<file path="config.mk">
export PLATFORM = sky130hd
export DESIGN_NAME = srt_cell
export DESIGN_NICKNAME = d
export VERILOG_FILES = /design/src/sv/srt_pkg.sv /design/src/sv/srt_cell.sv
export SDC_FILE = /design/constraint.sdc
export NUM_CORES = 1
export LEC_CHECK = 0
export ABC_CLOCK_PERIOD_IN_PS = 35200
export BUFFER_PORTS_ARGS = -buffer_cell sky130_fd_sc_hd__buf_4
export CAP_MARGIN = 20
export CORE_AREA = 2 2 356 358
export DETAILED_ROUTE_END_ITERATION = 16
export DIE_AREA = 0 0 358 360
export PLACE_DENSITY = 0.38
export SYNTH_ARGS = -nofsm -noshare
export SYNTH_HDL_FRONTEND = slang
export SYNTH_SLANG_ARGS = --single-unit
</file>
<file path="constraint.sdc">
create_clock -name clk -period 35.2 [get_ports clk]
set_input_delay 10.56 -clock clk [delete_from_list [all_inputs] [get_ports clk]]
set_output_delay 10.56 -clock clk [all_outputs]
set_load 0.05 [all_outputs]
</file>
<file path="src/sv/srt_pkg.sv">
// Shared types and codes for the sorted record table.
// Used by srt_cell and sorted_record_table; no dependencies.
`default_nettype none

package srt_pkg;

  // One stored record: sort key, score and the 20 name characters.
  typedef struct packed {
    logic signed [31:0] key;
    logic signed [31:0] score;
    logic [63:0]        name_low;
    logic [63:0]        name_mid;
    logic [31:0]        name_high;
  } rec_t;

  // Per-cycle action of every cell in the chain
  typedef logic [1:0] cell_mode_t;
  localparam cell_mode_t CELL_HOLD = 2'd0;
  localparam cell_mode_t CELL_INS  = 2'd1;  // open a gap and drop the new record in
  localparam cell_mode_t CELL_DEL  = 2'd2;  // close up over the first match
  localparam cell_mode_t CELL_ROT  = 2'd3;  // rotate toward cell 0

  typedef struct packed {
    cell_mode_t mode;
    rec_t       op_rec;   // record of the word in progress; key is the search key
  } cell_ctl_t;

  typedef struct packed {
    logic ge_free;  // free, or holding a key >= search key
    logic ge;       // holding a key >= search key
    logic match;    // holding a key equal to search key
  } cell_stat_t;

  // Command codes
  typedef logic [1:0] cmd_t;
  localparam cmd_t CMD_INSERT = 2'd0;
  localparam cmd_t CMD_DELETE = 2'd1;
  localparam cmd_t CMD_LIST   = 2'd2;

  // Result status codes
  typedef logic [2:0] status_t;
  localparam status_t STAT_DONE     = 3'd0;
  localparam status_t STAT_FULL     = 3'd1;
  localparam status_t STAT_NOTFOUND = 3'd2;
  localparam status_t STAT_LISTED   = 3'd3;
  localparam status_t STAT_EMPTY    = 3'd4;

endpackage

`default_nettype wire

</file>
<file path="src/sv/srt_cell.sv">
// One slot of the sorted record chain: holds a record, compares it to the
// search key and takes a neighbor's record on shift. Depends on srt_pkg.
`default_nettype none

module srt_cell
  import srt_pkg::*;
(
  input  wire logic       clk,
  input  wire cell_ctl_t  ctl,
  input  wire logic       occ,        // slot lies below the fill count
  input  wire logic       g_left,     // ge_free of the left neighbor
  input  wire rec_t       left_rec,
  input  wire rec_t       right_rec,
  output cell_stat_t      stat,
  output rec_t            rec
);

  rec_t rec_r;
  rec_t rec_nxt;
  logic ge;

  assign ge = occ && (rec_r.key >= ctl.op_rec.key);

  assign stat.ge      = ge;
  assign stat.ge_free = ge || !occ;
  assign stat.match   = occ && (rec_r.key == ctl.op_rec.key);
  assign rec          = rec_r;

  always_comb begin
    rec_nxt = rec_r;
    unique case (ctl.mode)
      CELL_HOLD: rec_nxt = rec_r;
      CELL_INS: begin
        if (g_left) begin
          rec_nxt = left_rec;
        end else if (stat.ge_free) begin
          rec_nxt = ctl.op_rec;
        end
      end
      CELL_DEL: begin
        if (ge) begin
          rec_nxt = right_rec;
        end
      end
      CELL_ROT: rec_nxt = right_rec;
      default: rec_nxt = rec_r;
    endcase
  end

  always_ff @(posedge clk) begin
    rec_r <= rec_nxt;
  end

endmodule

`default_nettype wire

</file>
==> impl_results.md <==
- Total CTS buffers: 35
- Register area: 6730 um^2
- Asr flop ratio synth: 0%
- Leak: 0.00979 uW
- Fillers: 14,197
- Max reg flops: 224
- Core ar.: 125,000 um^2
- Drt total wl: 85.0 mm
- Worst-path fanout max: 3
- Area of the multi-input gates: 4940 um^2
- Pwr Density: 47.2 nW/um^2
- Hold Fails Final Rpt: 0
- Max Cap Violations: 0
- Antenna Nets Post-Route: 0
- Synth Instances: 1,092
- Slew Viols, Final: 0
- Fin crit period: 23,750 ps
- Most frequent cell after synthesis: o21ai_0
- Die area: 129,000 um^2
- Placed instance area: 20,800 um^2
- Cts hold-fix bufs: 0
- Ratio of cells with drive above 1 in the final layout: 48.4%
- Setup crit start: ctl[219]
- Critical Path Sink Type: output pin
- Antenna violations before repair: 25
- Post-synth cell types: 27
- Synth Cell Area: 12,100 um^2
- Synth warn: 0
- Post-synth top cells: 230 x o21ai_0, 229 x nand2_1, 224 x edfxtp_1, 224 x mux2i_1, 51 x clkbuf_1
- Clock latency on the worst-skew pair: 560 ps
- Largest net degree at the start of global routing: 208
- CTS sink count: 224
- Vias in the first global route: 12,662
- Iter 0 DRT Violations: 606
- Critical path arrival: 13,190 ps
- Post-synth EDFFs: 224
- Worst vdd rail ir drop: 0.0229 mV
- Max clock buf depth: 3
- DR DRC count: 0
- CTS H-tree depth: 2
- Nets: 2,676
- Status: finished, final reports clean
- Row count: 130
- Yosys top cell area share: 55.6%
- Via Count: 12,093
- Maximum clock rate: 42.1 MHz
- Worst Skew: 16.0 ps
- CP max stage delay: 800 ps
- Fin Setup TNS: 0 ps
- Hold crit path type: register to register
- Register bit total from synthesis: 224
- Final setup viols: 0
- Number of vias per cell: 3.32
- CP Launch Type: primary input
- Initial core utilization: 9.68%
- First-pass GRT wire length: 110 mm
- Crit path kind: primary input to output pin
- Die width: 358 um
- Avg WL per Cell: 23.3 um
- Critical path's slowest cell: nor4_1
- Largest cells by area after synthesis: edfxtp_1 56%, mux2i_1 19%, o21ai_0 9.5%, nand2_1 7.1%, ha_1 3.3%
- Finished Cell Area: 21,900 um^2
- Clock Pin Slew Worst Setup and Hold Paths: 60 ps
- DP HPWL: 72.5 mm
- Top FF cell, synth: edfxtp_1
- # resized after CTS: 0
- Reg-to-reg startpoint: rec[219]
- Final GP Congestion: 0.857
- CP Cell Sequence: buf_4 -> inv_1 -> ha_1 -> nand4_1 -> nor4_1 -> nand4_1 -> o21ai_0 -> a311oi_2 -> nor2_1 -> buf_4
- Post-Syn Nets: 1,801
- GRT Total Usage: 12.5%
- Layout area overhead: 80.9%
- Max_slew headroom: 24.2%
- Hold_sp: rec[223]
- Root buf cell: clkbuf_16
- Req. time, crit path: 24,640 ps
- Synth area leader: edfxtp_1
- Post-CTS Setup Repair Bufs: 0
- Die Y-Extent: 360 um
- Port-buffer cells: 903
- CTS tree: done
- Fin crit share: 67.5%
- RSZ-0062 raised after global routing: no
- I/O pin total: 904
- GR Overflow Total: 0
- Syn_area_per_cell: 11.1 um^2
- Seq/Total Area, Yosys: 55.6%
- DRT Pass-1 Iters: 5
- Slew @ Worst Pin: 1110 ps
==> stage by stage <==
step / hold slack (ps) / utilization, % / total power (uW) / worst slack (ps) / cells
6_report: 1310 / 17.5 / 1030 / 11450 / 3647
3_5_place_dp: 1370 / 16.6 / 696 / 11330 / 3580
5_1_grt: 1460 / 17.5 / 1080 / 11240 / 3642
2_1_floorplan: 5630 / - / 545 / 11820 / 1092
4_1_cts: 1380 / 17.5 / 1060 / 11310 / 3639
3_3_place_gp: 1360 / 16.6 / 695 / 11360 / 3580
==> cell type report <==
| type | count | area share (%) |
|---|---|---|
| diodes | 8 | 0.0915 |
| clock buffers | 44 | 4.16 |
| clock inverters | 15 | 0.847 |
| inverters | 33 | 0.566 |
| multi-input cells | 759 | 22.6 |
| flip-flops and latches | 224 | 30.8 |
| well taps | 1650 | 9.44 |
| repair buffers | 914 | 31.6 |
==> power breakdown <==
part	leakage, uW	internal [uW]	switching [uW]
Clock	0.000532	212	139
Sequential	0.00221	340	11.9
Combinational	0.00705	114	218
Total	0.00979	665	368
==> cells by family (layout without fill, tap and decap cells) <==
kind of cell             Yosys count  in the layout  share of synthesized area (%)
AND/OR/NAND/NOR                  250            250                           8.09
flip-flops                       224            224                           55.6
buffers and inverters            109           1006                           3.62
other                              0              8                              0
adder cells (fa/ha/maj)           32             32                           3.31
multiplexers                     224            224                           18.5
AO/OA/AOI/OAI                    253            253                           10.8
==> worst paths after layout <==
| check | slack, ps | cells past startpoint | endpoint |
|---|---|---|---|
| max | 11450 | 10 | stat[1] |
| min reg2reg | 1310 | 4 | rec[80] |
| min | 1310 | 4 | rec[80] |
| max reg2reg | 30520 | 9 | rec[131] |
==> per-layer routing <==
| metal | wire, um | up-vias | GRT usage, % |
|---|---|---|---|
| met4 | 1390 | 2 | 2.24 |
| li1 | - | 5739 | - |
| met2 | 41700 | 555 | 21.6 |
| met5 | 20 | - | 0 |
| met3 | 6050 | 90 | 3.32 |
| met1 | 35800 | 5707 | 15.6 |
==> worst max-delay path: cells and delay by family <==
kind	cells	cell delay [ps]
simple gates	4	1630
fa+ha+maj	1	300
compound gates	2	320
buf+inv	3	360
==> cells in the final DEF, fill, tap and decap left out, types with 3 or more instances in the layout <==
cell and count:
a21oi_1 11, buf_4 910, bufinv_16 4, clkbuf_1 9, clkbuf_16 35, clkinv_1 3, clkinv_2 4, diode_2 8
edfxtp_1 224, ha_1 32, inv_1 33, mux2i_1 224, nand2_1 229, nand3_1 4, nand4_1 4, nor2_1 6
o21ai_0 230
No activity file was read; power rests on OpenSTA's default activity.
